`src/sv/cvg_pkg.sv`:
```
// ----------------------------------------------------------------------------
// cvg_pkg: shared types and constants for the CV/gate to note event block
// Field widths, register indexes, sequencer states and divider handshake.
// ----------------------------------------------------------------------------
`default_nettype none

package cvg_pkg;

	// Field and register widths
	localparam int PITCH_W   = 12;
	localparam int CFG_W     = 12;
	localparam int DEN_W     = 12;
	localparam int NOTE_W    = 7;
	localparam int CHAN_W    = 4;
	localparam int S_TDATA_W = 16;
	localparam int M_TDATA_W = 24;
	localparam int IDX_W     = 2;

	// Semitones in one volt of pitch input
	localparam int SEMIS_PER_VOLT = 12;

	localparam logic [NOTE_W-1:0] NOTE_MAX = 7'd127;
	localparam logic [NOTE_W-1:0] VEL_ON   = 7'd127;
	localparam logic [NOTE_W-1:0] VEL_OFF  = 7'd0;

	// Register reset values
	localparam logic [CFG_W-1:0]  ZERO_VOLT_RESET = 12'd0;
	localparam logic [CFG_W-1:0]  CPV_RESET       = 12'd819;
	localparam logic [NOTE_W-1:0] BASE_RESET      = 7'd60;
	localparam logic [CHAN_W-1:0] CHAN_RESET      = 4'd0;

	typedef logic [IDX_W-1:0] cfg_idx_t;

	localparam cfg_idx_t REG_ZERO_VOLT      = 2'd0;
	localparam cfg_idx_t REG_CODES_PER_VOLT = 2'd1;
	localparam cfg_idx_t REG_BASE_NOTE      = 2'd2;
	localparam cfg_idx_t REG_MIDI_CHANNEL   = 2'd3;

	typedef enum logic [1:0] {
		ST_IDLE,
		ST_PREP,
		ST_DIV,
		ST_FIN
	} state_t;

	typedef struct packed {
		logic start;
	} div_ctrl_t;

	typedef struct packed {
		logic busy;
		logic done;
	} div_stat_t;

endpackage

`default_nettype wire

```
`src/sv/cvg_div.sv`:
```
// ----------------------------------------------------------------------------
// cvg_div: iterative unsigned restoring divider
// One quotient bit per cycle, DW quotient bits per division, done pulses once.
// ----------------------------------------------------------------------------
`default_nettype none

module cvg_div #(
	parameter int DW  = 16,
	parameter int DVW = 12
) (
	input  wire                     clk,
	input  wire                     arst_n,
	input  wire cvg_pkg::div_ctrl_t ctrl,
	input  wire  [DW-1:0]           dividend,
	input  wire  [DVW-1:0]          divisor,
	output cvg_pkg::div_stat_t      stat,
	output logic [DW-1:0]           quotient
);
	import cvg_pkg::*;

	localparam int CW = $clog2(DW + 1);

	logic [DVW-1:0] rem_q;
	logic [DW-1:0]  quo_q;
	logic [DVW-1:0] div_q;
	logic [CW-1:0]  cnt_q;
	logic           done_q;

	logic [DVW:0]   trial;
	logic           fits;
	logic [DVW:0]   diff;

	// Shift in the next dividend bit and try the subtract
	always_comb begin
		trial = {rem_q, quo_q[DW-1]};
		fits  = (trial >= {1'b0, div_q});
		diff  = trial - {1'b0, div_q};
	end

	// Step counter and done pulse
	always_ff @(posedge clk or negedge arst_n) begin
		if (!arst_n) begin
			cnt_q  <= '0;
			done_q <= 1'b0;
		end else if (ctrl.start) begin
			cnt_q  <= CW'(DW);
			done_q <= 1'b0;
		end else if (cnt_q != '0) begin
			cnt_q  <= cnt_q - CW'(1);
			done_q <= (cnt_q == CW'(1));
		end else begin
			done_q <= 1'b0;
		end
	end

	// Remainder and quotient shift register
	always_ff @(posedge clk) begin
		if (ctrl.start) begin
			rem_q <= '0;
			quo_q <= dividend;
			div_q <= divisor;
		end else if (cnt_q != '0) begin
			rem_q <= fits ? diff[DVW-1:0] : trial[DVW-1:0];
			quo_q <= {quo_q[DW-2:0], fits};
		end
	end

	assign stat.busy = (cnt_q != '0);
	assign stat.done = done_q;
	assign quotient  = quo_q;

endmodule

`default_nettype wire

```
`src/sv/cv_gate_to_note_events_top.sv`:
```
// ----------------------------------------------------------------------------
// cv_gate_to_note_events_top: CV/gate samples to MIDI note events
// Emits note-on on a rising gate and note-off on a falling gate, with the
// pitch sample scaled to a rounded, clamped note number.
// ----------------------------------------------------------------------------
//
//  port group  | dir | beat content
//  ------------+-----+-------------------------------------------------------
//  s_*         | in  | tdata: gate[0], pitch[12:1], zero pad
//  m_*         | out | tdata: channel_out, note_number, velocity; tuser: note_on
//  cfg_*       | in  | write: zero-volt code, codes per volt, base note, channel
//
//  A sample with no gate change is accepted in the idle state and emits nothing.
//  A gate edge holds s_tready low through the PREP, DIV and FIN states; the
//  one-bit-per-cycle divider in cvg_div runs during DIV.
//  The result sits in an output register; the finish step waits only if that
//  register still holds an untaken beat.
//  Reset is asynchronous; config registers return to their defaults.
//
`default_nettype none

module cv_gate_to_note_events_top #(
	parameter int ADC_BITS = 12
) (
	input  wire                              clk,
	input  wire                              arst_n,
	// gate [0], pitch [12:1], zero [15:13]
	input  wire  [cvg_pkg::S_TDATA_W-1:0]    s_tdata,
	input  wire                              s_tvalid,
	output logic                             s_tready,
	// channel_out [3:0], note_number [10:4], velocity [17:11], zero [23:18]
	output logic [cvg_pkg::M_TDATA_W-1:0]    m_tdata,
	// note_on [0]
	output logic [0:0]                       m_tuser,
	output logic                             m_tvalid,
	input  wire                              m_tready,
	input  wire                              cfg_we,
	input  wire cvg_pkg::cfg_idx_t           cfg_index,
	input  wire  [cvg_pkg::CFG_W-1:0]        cfg_data
);
	import cvg_pkg::*;

	localparam int CODE_W = (ADC_BITS < PITCH_W) ? ADC_BITS : PITCH_W;
	localparam int MAG_W  = CODE_W + 4;
	localparam int DIVW   = (MAG_W > DEN_W + 1) ? MAG_W : DEN_W + 1;
	localparam int PAD_W  = M_TDATA_W - CHAN_W - 2 * NOTE_W;

	// Configuration registers
	logic [CFG_W-1:0]  zero_q;
	logic [CFG_W-1:0]  cpv_q;
	logic [NOTE_W-1:0] base_q;
	logic [CHAN_W-1:0] chan_q;

	state_t            state_q;
	state_t            state_d;
	logic              last_gate_q;
	logic [CODE_W-1:0] code_q;
	logic              gate_q;
	logic              neg_q;

	logic              out_valid_q;
	logic              out_on_q;
	logic [CHAN_W-1:0] out_chan_q;
	logic [NOTE_W-1:0] out_note_q;
	logic [NOTE_W-1:0] out_vel_q;

	logic              in_beat;
	logic              gate_flip;
	logic              out_free;
	logic              load_out;
	div_ctrl_t         div_ctrl;
	div_stat_t         div_stat;

	logic [CODE_W-1:0] zero_m;
	logic              delta_neg;
	logic [CODE_W-1:0] abs_delta;
	logic [MAG_W-1:0]  mag;
	logic [DEN_W-1:0]  den_eff;
	logic [DIVW-1:0]   dividend;
	logic [DIVW-1:0]   quo;
	logic [DIVW:0]     pos_sum;
	logic [NOTE_W-1:0] note_val;

	// Handshake decode
	assign s_tready  = (state_q == ST_IDLE);
	assign in_beat   = s_tvalid && s_tready;
	assign gate_flip = in_beat && (s_tdata[0] != last_gate_q);
	assign out_free  = !out_valid_q || m_tready;

	// Next state and sequencer strobes
	always_comb begin
		state_d        = state_q;
		div_ctrl.start = 1'b0;
		load_out       = 1'b0;
		case (state_q)
			ST_IDLE: begin
				if (gate_flip) begin
					state_d = ST_PREP;
				end
			end
			ST_PREP: begin
				div_ctrl.start = 1'b1;
				state_d        = ST_DIV;
			end
			ST_DIV: begin
				if (div_stat.done && !div_stat.busy) begin
					state_d = ST_FIN;
				end
			end
			ST_FIN: begin
				if (out_free) begin
					load_out = 1'b1;
					state_d  = ST_IDLE;
				end
			end
			default: begin
				state_d = ST_IDLE;
			end
		endcase
	end

	always_ff @(posedge clk or negedge arst_n) begin
		if (!arst_n) begin
			state_q <= ST_IDLE;
		end else begin
			state_q <= state_d;
		end
	end

	// Config writes and gate history
	always_ff @(posedge clk or negedge arst_n) begin
		if (!arst_n) begin
			zero_q      <= ZERO_VOLT_RESET;
			cpv_q       <= CPV_RESET;
			base_q      <= BASE_RESET;
			chan_q      <= CHAN_RESET;
			last_gate_q <= 1'b0;
		end else begin
			if (cfg_we) begin
				case (cfg_index)
					REG_ZERO_VOLT:      zero_q <= cfg_data;
					REG_CODES_PER_VOLT: cpv_q  <= cfg_data;
					REG_BASE_NOTE:      base_q <= cfg_data[NOTE_W-1:0];
					REG_MIDI_CHANNEL:   chan_q <= cfg_data[CHAN_W-1:0];
					default: ;
				endcase
			end
			if (in_beat) begin
				last_gate_q <= s_tdata[0];
			end
		end
	end

	// Signed offset from zero volts, scaled to semitones, plus half divisor
	always_comb begin
		zero_m    = zero_q[CODE_W-1:0];
		delta_neg = (code_q < zero_m);
		abs_delta = delta_neg ? (zero_m - code_q) : (code_q - zero_m);
		mag       = MAG_W'(abs_delta) * MAG_W'(SEMIS_PER_VOLT);
		den_eff   = (cpv_q == '0) ? DEN_W'(1) : cpv_q;
		dividend  = DIVW'(mag) + DIVW'(den_eff >> 1);
	end

	// Capture the sample and the sign of the offset
	always_ff @(posedge clk) begin
		if (in_beat) begin
			code_q <= s_tdata[CODE_W:1];
			gate_q <= s_tdata[0];
		end
		if (div_ctrl.start) begin
			neg_q <= delta_neg;
		end
	end

	cvg_div #(
		.DW  (DIVW),
		.DVW (DEN_W)
	) u_div (
		.clk      (clk),
		.arst_n   (arst_n),
		.ctrl     (div_ctrl),
		.dividend (dividend),
		.divisor  (den_eff),
		.stat     (div_stat),
		.quotient (quo)
	);

	// Apply sign, add base note, clamp to the note range
	always_comb begin
		pos_sum = (DIVW + 1)'(base_q) + (DIVW + 1)'(quo);
		if (neg_q) begin
			note_val = (quo > DIVW'(base_q)) ? '0 : (base_q - quo[NOTE_W-1:0]);
		end else begin
			note_val = (pos_sum > (DIVW + 1)'(NOTE_MAX)) ? NOTE_MAX : pos_sum[NOTE_W-1:0];
		end
	end

	// Output register valid
	always_ff @(posedge clk or negedge arst_n) begin
		if (!arst_n) begin
			out_valid_q <= 1'b0;
		end else if (load_out) begin
			out_valid_q <= 1'b1;
		end else if (m_tready) begin
			out_valid_q <= 1'b0;
		end
	end

	// Output register payload
	always_ff @(posedge clk) begin
		if (load_out) begin
			out_on_q   <= gate_q;
			out_chan_q <= chan_q;
			out_note_q <= note_val;
			out_vel_q  <= gate_q ? VEL_ON : VEL_OFF;
		end
	end

	assign m_tvalid = out_valid_q;
	assign m_tdata  = {{PAD_W{1'b0}}, out_vel_q, out_note_q, out_chan_q};
	assign m_tuser  = out_on_q;

endmodule

`default_nettype wire

```
`config.mk`:
```
export PLATFORM = sky130hd
export DESIGN_NAME = cv_gate_to_note_events_top
export DESIGN_NICKNAME = d
export VERILOG_FILES = /design/src/sv/cvg_pkg.sv /design/src/sv/cvg_div.sv /design/src/sv/cv_gate_to_note_events_top.sv
export SDC_FILE = /design/constraint.sdc
export NUM_CORES = 1
export LEC_CHECK = 0
export ABC_CLOCK_PERIOD_IN_PS = 6650
export BUFFER_PORTS_ARGS = -buffer_cell sky130_fd_sc_hd__buf_2
export CORE_AREA = 10 10 177 113
export DETAILED_ROUTE_END_ITERATION = 8
export DIE_AREA = 0 0 187 123
export PLACE_DENSITY_LB_ADDON = 0.25
export SYNTH_ARGS = -nofsm -noshare
export SYNTH_HDL_FRONTEND = slang
export SYNTH_HIERARCHICAL = 1
export SYNTH_SLANG_ARGS = --single-unit
```
`constraint.sdc`:
```
create_clock -name clk -period 6.65 [get_ports clk]
set_input_delay 1.33 -clock clk [delete_from_list [all_inputs] [get_ports clk]]
set_output_delay 1.33 -clock clk [all_outputs]
set_load 0.05 [all_outputs]
```
==> impl_metrics.toml, run 1 <==
[final_layout]
flow.area_growth_from_synthesis_pct = 7.98
final_layout_size_suffix_gt1_share_pct = 16.2
nets = 999

[synth]
synth-adder-area-share_pct = 14.2
synth_xor_xnor_area_share_pct = 4.77
yosysUniqueCellTypes = 80
synth.avg_cell_area_um2 = 9.73
muxShareOfSynthArea_pct = 7.42
asyncSetResetFlopFracSynth_pct = 40.5
synth-simple-area-share_pct = 11.9
synth_enable_flop_cells = 54
synth_cells = 849
synth_compound_gate_area_share_pct = 18.3
seq_area_frac_synth_pct = 36.3
synth-seq-cells = 111
synth_top_family_by_area = "compound AO/OA/AOI/OAI gates"
ys.flop_type = "sky130_fd_sc_hd__edfxtp_1"
yosysWarningCount = 6
syn_area_um2 = 8260

[worst_hold_path]
whs_path_depth = 0
hold_path_class = "reg2reg"

[placed_design]
dp_hpwl_um = 14400
gp_routability_congestion = 0.855
dp_worst_slack_ns = 0.661
portbufs = 52

[cts]
insertion_delay_ns = 0.37
cts_buffer_depth = 2
clk_pin_slew_ns = 0.09
cts_tree = "yes"
clock-root-buffer = "sky130_fd_sc_hd__clkbuf_16"
cts_inserted_buffers = 9
post_cts_resize_count = 0
cts_hold_buffers_added = 0
numClockSinks = 111
post-cts-setup-buffer-count = 0
cts_htree_levels = 3

[drt]
ant_nets = 0
detailedRoute.firstPassIterationCount = 5
avgViaCountPerCell = 5.54
remaining_drc_errors = 0
drt-initial-drc-count = 524
postRouteWirelength_um = 18900
average_wire_per_cell_in_the_routed_design_um = 17.0
total_number_of_vias = 6172

[critical_path]
crit_path_max_fanout = 10
worstRegToRegCells = 26
kind_of_critical_path = "reg2reg"
category_of_the_worst_setup_path_capture_point = "flip-flop"
cp.required_ns = 6.78
worst_ep_arrival_time_ns = 6.28
critical_path.startpoint_type = "flip-flop"

[die]
die-area_um2 = 23000
ports_placed_on_the_boundary = 62
core_area_um2 = 16800
fp.dieH_um = 123
fp-row-count = 37
floorplan.initialDensity_pct = 49.3
chipWidth_um = 187

[grt]
grt_remaining_overflow = 0
grt_start_max_net_pins = 46
grt_first_pass_wirelength_um = 31300
track_usage_pct = 16.7
antenna_violations_before_repair = 1
number_of_global_route_vias_before_repair = 5764

[sta]
post-route-period-util_pct = 92.5
timing.setup.tns_ns = 0
max_slew.worst_pin.slew_ns = 0.896
report.final.hold_viol_count = 0
report.final.slew_viol_count = 0
slew_headroom_pct = 40.3
timing.final.crit_period_ns = 6.15
final-setup-viol-count = 0
fin_ws_ns = 0.499
fin_worst_skew_ns = 0.0129
fmaxAchievable_ghz = 0.163
rsz0062_at_grt = "false"

[outcome]
outcome = "finished, final reports clean"

[job]
timing.max_cap.violations = 0
[synthesized netlist by cell type, types with 6 or more instances]
cell                        n  share of area (%)
sky130_fd_sc_hd__dfstp_2   10                3.2
sky130_fd_sc_hd__o21ai_0   46                2.8
sky130_fd_sc_hd__nand3_1   17                1.0
sky130_fd_sc_hd__and2_1     6               0.45
sky130_fd_sc_hd__nand2b_1   8               0.61
sky130_fd_sc_hd__o21bai_1  15                1.4
sky130_fd_sc_hd__xor2_1    10                1.1
sky130_fd_sc_hd__mux2i_1   14                1.7
sky130_fd_sc_hd__o22ai_1    6               0.45
sky130_fd_sc_hd__nor4_1     8               0.61
sky130_fd_sc_hd__xnor2_1   35                3.7
sky130_fd_sc_hd__or3_1      6               0.45
sky130_fd_sc_hd__buf_4     15                1.4
sky130_fd_sc_hd__clkbuf_1  22                1.0
sky130_fd_sc_hd__a211oi_1  11                1.0
sky130_fd_sc_hd__o211ai_1  13                1.2
sky130_fd_sc_hd__nor2_1    44                2.0
sky130_fd_sc_hd__mux2_2    41                5.6
sky130_fd_sc_hd__o21a_1    18                1.6
sky130_fd_sc_hd__ha_1      84                 13
sky130_fd_sc_hd__nand2_1   53                2.4
sky130_fd_sc_hd__a21o_1    14                1.3
sky130_fd_sc_hd__dfrtp_1   35                 11
sky130_fd_sc_hd__inv_1     80                3.6
sky130_fd_sc_hd__nor2b_1   11               0.83
sky130_fd_sc_hd__nor3_1    12               0.73
sky130_fd_sc_hd__dfxtp_1   12                2.9
sky130_fd_sc_hd__edfxtp_1  54                 20
sky130_fd_sc_hd__a21oi_1   51                3.1
sky130_fd_sc_hd__fa_1       6                1.5
[placed cells by master, fill, tap and decap left out, drive strengths merged, types with 9 or more instances in the layout]
cell     n
ha      84
inv     82
buf     57
edfxtp  54
nand2   54
a21oi   52
o21ai   48
nor2    45
mux2    42
xnor2   35
dfrtp   35
o21a    18
nand3   17
o21bai  15
a21o    15
mux2i   14
o211ai  14
nor3    12
dfxtp   12
a211oi  11
nor2b   11
xor2    10
dfstp   10
clkbuf   9
nor4     9
[routing by layer]
metal	vias to the layer above	track usage, %	wire (µm)
li1	3072	-	-
met1	2959	25.4	10400
met2	132	23.3	7360
met3	9	4.13	1020
met4	0	2.91	116
met5	-	0	0
[registers in the layout, indices dropped and copies added (netlist names)]
register / cells
u_div/quotient: 16
code_q: 12
cpv_q: 12
u_div/div_q: 12
u_div/rem_q: 12
zero_m: 12
base_q: 7
out_note_q: 7
u_div/cnt_q: 5
chan_q: 4
out_chan_q: 4
state_q: 2
gate_q: 1
last_gate_q: 1
m_tvalid: 1
neg_q: 1
out_vel_q: 1
u_div/done_q: 1
[per-stage QoR]
step | cell area, µm² | util [%] | cells | hold WS [ns]
after floorplan | 8280 | - | 854 | 0.400
after global placement | 8600 | 51.3 | 1097 | 0.403
after detailed placement | 8600 | 51.3 | 1097 | 0.433
after CTS | 8910 | 53.2 | 1113 | 0.444
after global routing | 8910 | 53.2 | 1113 | 0.458
final | 8920 | 53.2 | 1114 | 0.442
[worst max-delay path, cell delays in order (launching register included)]
cell and delay [ns]:
sky130_fd_sc_hd__edfxtp_1 0.40, sky130_fd_sc_hd__inv_1 0.07, sky130_fd_sc_hd__ha_1 0.18, sky130_fd_sc_hd__inv_1 0.06, sky130_fd_sc_hd__fa_1 0.46, sky130_fd_sc_hd__a211oi_1 0.53
sky130_fd_sc_hd__o211ai_2 0.17, sky130_fd_sc_hd__a31oi_4 0.38, sky130_fd_sc_hd__mux2i_1 0.27, sky130_fd_sc_hd__xor2_1 0.52, sky130_fd_sc_hd__xnor2_1 0.16, sky130_fd_sc_hd__ha_1 0.27
sky130_fd_sc_hd__nor2_1 0.11, sky130_fd_sc_hd__mux2i_1 0.08, sky130_fd_sc_hd__xnor2_1 0.17, sky130_fd_sc_hd__ha_1 0.31, sky130_fd_sc_hd__inv_1 0.06, sky130_fd_sc_hd__o21bai_1 0.15
sky130_fd_sc_hd__a21oi_1 0.11, sky130_fd_sc_hd__o21ai_0 0.32, sky130_fd_sc_hd__nand3_1 0.12, sky130_fd_sc_hd__nand2_1 0.11, sky130_fd_sc_hd__nor3b_2 0.21, sky130_fd_sc_hd__nor2b_1 0.21
sky130_fd_sc_hd__a21o_1 0.10, sky130_fd_sc_hd__nand3_1 0.10, sky130_fd_sc_hd__mux2_2 0.28
[path summary, 6_finish.rpt]
kind                            from            endpoint  slack, ns
setup / recovery           code_q[0]  u_div/quotient[15]       0.50
hold / removal                gate_q        out_vel_q[5]       0.44
setup reg to reg           code_q[0]  u_div/quotient[15]       0.50
hold reg to reg               gate_q        out_vel_q[5]       0.44
max in group asynchronous     arst_n           zero_m[3]       5.13
min in group asynchronous     arst_n      u_div/cnt_q[2]       1.05
[cell type report]
class / instances / area (µm²)
Clock inverter: 7 / 92.6
Multi-Input combinational cell: 614 / 4700
Timing Repair Buffer: 57 / 298
Tap cell: 234 / 293
Clock buffer: 9 / 225
Sequential cell: 111 / 3000
Inverter: 81 / 304
Fill cell: 1546 / 7840
Antenna cell: 1 / 2.50
[cell families (layout without fill, tap and decap cells)]
| kind of cell | Yosys count | in the layout |
|---|---|---|
| XOR/XNOR | 45 | 45 |
| adder cells (fa/ha/maj) | 90 | 90 |
| flip-flops | 111 | 111 |
| AND/OR/NAND/NOR | 193 | 193 |
| other | 1 | 7 |
| multiplexers | 56 | 56 |
| AO/OA/AOI/OAI | 224 | 224 |
| buffers and inverters | 129 | 154 |
Power of run 1 is left out: the tool's default activity adds up to more than one toggle a clock period on the data nets, which glitch-free logic cannot reach.
==> inputs of run 2 (changes only) <==
--- a/config.mk
+++ b/config.mk
@@ -5,8 +5,10 @@
 export SDC_FILE = /design/constraint.sdc
 export NUM_CORES = 1
 export LEC_CHECK = 0
-export ABC_CLOCK_PERIOD_IN_PS = 6650
+export ABC_CLOCK_PERIOD_IN_PS = 7100
 export BUFFER_PORTS_ARGS = -buffer_cell sky130_fd_sc_hd__buf_2
+export CELL_PAD_IN_SITES_DETAIL_PLACEMENT = 0
+export CELL_PAD_IN_SITES_GLOBAL_PLACEMENT = 1
 export CORE_AREA = 10 10 177 113
 export DETAILED_ROUTE_END_ITERATION = 8
 export DIE_AREA = 0 0 187 123
==> constraint.sdc (replaced) <==
create_clock -name clk -period 7.1 [get_ports clk]
set_input_delay 1.42 -clock clk [delete_from_list [all_inputs] [get_ports clk]]
set_output_delay 1.42 -clock clk [all_outputs]
set_load 0.05 [all_outputs]
==> impl_metrics.toml, run 2 (same netlist as run 1, synthesis figures left out) <==
[placed_design]
portbufs = 52
gp_routability_congestion = 0.887
dp_worst_slack_ns = 1.04
dp_hpwl_um = 15100

[die]
fp.dieH_um = 123
die-area_um2 = 23000
floorplan.initialDensity_pct = 49.3
fp-row-count = 37
ports_placed_on_the_boundary = 62
core_area_um2 = 16800
chipWidth_um = 187

[final_layout]
nets = 998
layout.cells.most_common = "sky130_fd_sc_hd__ha_1"
largest_reg_flops = 16
most-common-layout-cells = "84 x sky130_fd_sc_hd__ha_1, 80 x sky130_fd_sc_hd__inv_1, 54 x sky130_fd_sc_hd__edfxtp_1"
flow.area_growth_from_synthesis_pct = 7.52
seq_area_um2 = 3000
fill_cells = 1556
final_layout_size_suffix_gt1_share_pct = 15.9
n_antenna_cell = 0
footprint_of_the_multi_input_gates_um2 = 4700

[critical_path]
worstRegToRegCells = 26
cp.required_ns = 7.22
worstReg2RegStart = "code_q[0]"
crit_path_max_fanout = 11
kind_of_critical_path = "reg2reg"
crit_path_slowest_cell = "sky130_fd_sc_hd__a211oi_1"
critPathTopFamily = "compound AO/OA/AOI/OAI gates"
worst-r2r-setup-slack_ns = 0.90
worst_ep_arrival_time_ns = 6.32
category_of_the_worst_setup_path_capture_point = "flip-flop"
critical-path-max-stage-delay_ns = 0.54
worstReg2RegEnd = "u_div/quotient[15]"
critical_path.most_common_cell = "sky130_fd_sc_hd__ha_1"
crit_buf_inv = 2
critical_path.startpoint_type = "flip-flop"

[sta]
final-setup-viol-count = 0
report.final.slew_viol_count = 0
post-route-period-util_pct = 87.3
max_slew.worst_pin.slew_ns = 0.753
fin_ws_ns = 0.900
fin_worst_skew_ns = 0.00715
slew_headroom_pct = 48.5
fmaxAchievable_ghz = 0.161
report.final.hold_viol_count = 0
timing.final.crit_period_ns = 6.20
rsz0062_at_grt = "false"
timing.setup.tns_ns = 0

[job]
timing.max_cap.violations = 0

[grt]
grt_remaining_overflow = 0
track_usage_pct = 17.0
number_of_global_route_vias_before_repair = 6110
antenna_violations_before_repair = 0
grt_start_max_net_pins = 46
grt_first_pass_wirelength_um = 31900

[worst_hold_path]
worstHoldStart = "gate_q"
whs_path_depth = 0
min_delay_worst_endpoint = "out_vel_q[5]"
hold_path_class = "reg2reg"

[drt]
ant_nets = 0
detailedRoute.firstPassIterationCount = 5
average_wire_per_cell_in_the_routed_design_um = 17.4
remaining_drc_errors = 0
total_number_of_vias = 6257
postRouteWirelength_um = 19400
avgViaCountPerCell = 5.63
drt-initial-drc-count = 576

[cts]
cts_buffer_depth = 2
post-cts-setup-buffer-count = 0
post_cts_resize_count = 0
cts_inserted_buffers = 9
clk_pin_slew_ns = 0.08
numClockSinks = 111
insertion_delay_ns = 0.36
cts_htree_levels = 3
clock-root-buffer = "sky130_fd_sc_hd__clkbuf_16"
cts_tree = "yes"
cts_hold_buffers_added = 0

[outcome]
outcome = "finished, final reports clean"
run 2: changes by cell type in the layout (fill, tap and decap cells not counted), sizes merged:
cell / previous run / this run
bufinv: 1 / 0
diode: 1 / 0
clkinv: 5 / 1
buf: 57 / 56
inv: 82 / 86
clkbuf: 9 / 10
run 2: routing by layer:
| layer | vias to the layer above | share of wire [%] | track usage [%] |
|---|---|---|---|
| li1 | 3067 | - | - |
| met1 | 3008 | 52 | 24.6 |
| met2 | 168 | 42 | 25.5 |
| met3 | 14 | 5.6 | 3.21 |
| met4 | 0 | 0.87 | 5.02 |
| met5 | - | 0 | 0 |
run 2: worst register-to-register path: stages, from the launching register on:
cell and delay [ns]:
sky130_fd_sc_hd__edfxtp_1 0.42, sky130_fd_sc_hd__inv_1 0.08, sky130_fd_sc_hd__ha_1 0.18, sky130_fd_sc_hd__inv_1 0.06
sky130_fd_sc_hd__fa_1 0.46, sky130_fd_sc_hd__a211oi_1 0.54, sky130_fd_sc_hd__o211ai_2 0.16, sky130_fd_sc_hd__a31oi_4 0.39
sky130_fd_sc_hd__mux2i_1 0.36, sky130_fd_sc_hd__o21ai_0 0.13, sky130_fd_sc_hd__a221oi_1 0.30, sky130_fd_sc_hd__xnor2_1 0.17
sky130_fd_sc_hd__ha_1 0.39, sky130_fd_sc_hd__nand2_1 0.12, sky130_fd_sc_hd__o21bai_1 0.20, sky130_fd_sc_hd__a21o_1 0.21
sky130_fd_sc_hd__a21oi_1 0.16, sky130_fd_sc_hd__nor2_1 0.06, sky130_fd_sc_hd__xnor2_1 0.13, sky130_fd_sc_hd__ha_1 0.33
sky130_fd_sc_hd__nand3_1 0.09, sky130_fd_sc_hd__nand2_1 0.11, sky130_fd_sc_hd__nor3b_2 0.24, sky130_fd_sc_hd__nor2b_1 0.20
sky130_fd_sc_hd__a21o_1 0.10, sky130_fd_sc_hd__nand3_1 0.08, sky130_fd_sc_hd__mux2_2 0.27
run 2: worst max-delay path by stage:
stage,startpoint,end,cells past startpoint
final,code_q[0],u_div/quotient[15],26
after global routing,code_q[0],u_div/quotient[15],22
after CTS,code_q[0],u_div/quotient[15],26
after detailed placement,code_q[0],u_div/quotient[15],26
after global placement,code_q[0],u_div/quotient[15],22
after floorplan,code_q[0],u_div/quotient[15],27
run 2: stage by stage:
step	util [%]	std cells	instance area, µm²	hold slack [ns]
2_1_floorplan	-	854	8280	0.400
3_3_place_gp	51.3	1096	8590	0.412
3_5_place_dp	51.3	1096	8590	0.416
4_1_cts	53.0	1112	8880	0.436
5_1_grt	53.0	1112	8880	0.443
6_report	53.0	1112	8880	0.432
run 2: final cells by class:
type | count | area share (%)
multi-input cells | 614 | 53.0
flip-flops and latches | 111 | 33.8
inverters | 81 | 3.42
well taps | 234 | 3.30
repair buffers | 56 | 3.27
clock buffers | 10 | 2.58
clock inverters | 6 | 0.676
Power of run 2 is left out for the same reason.
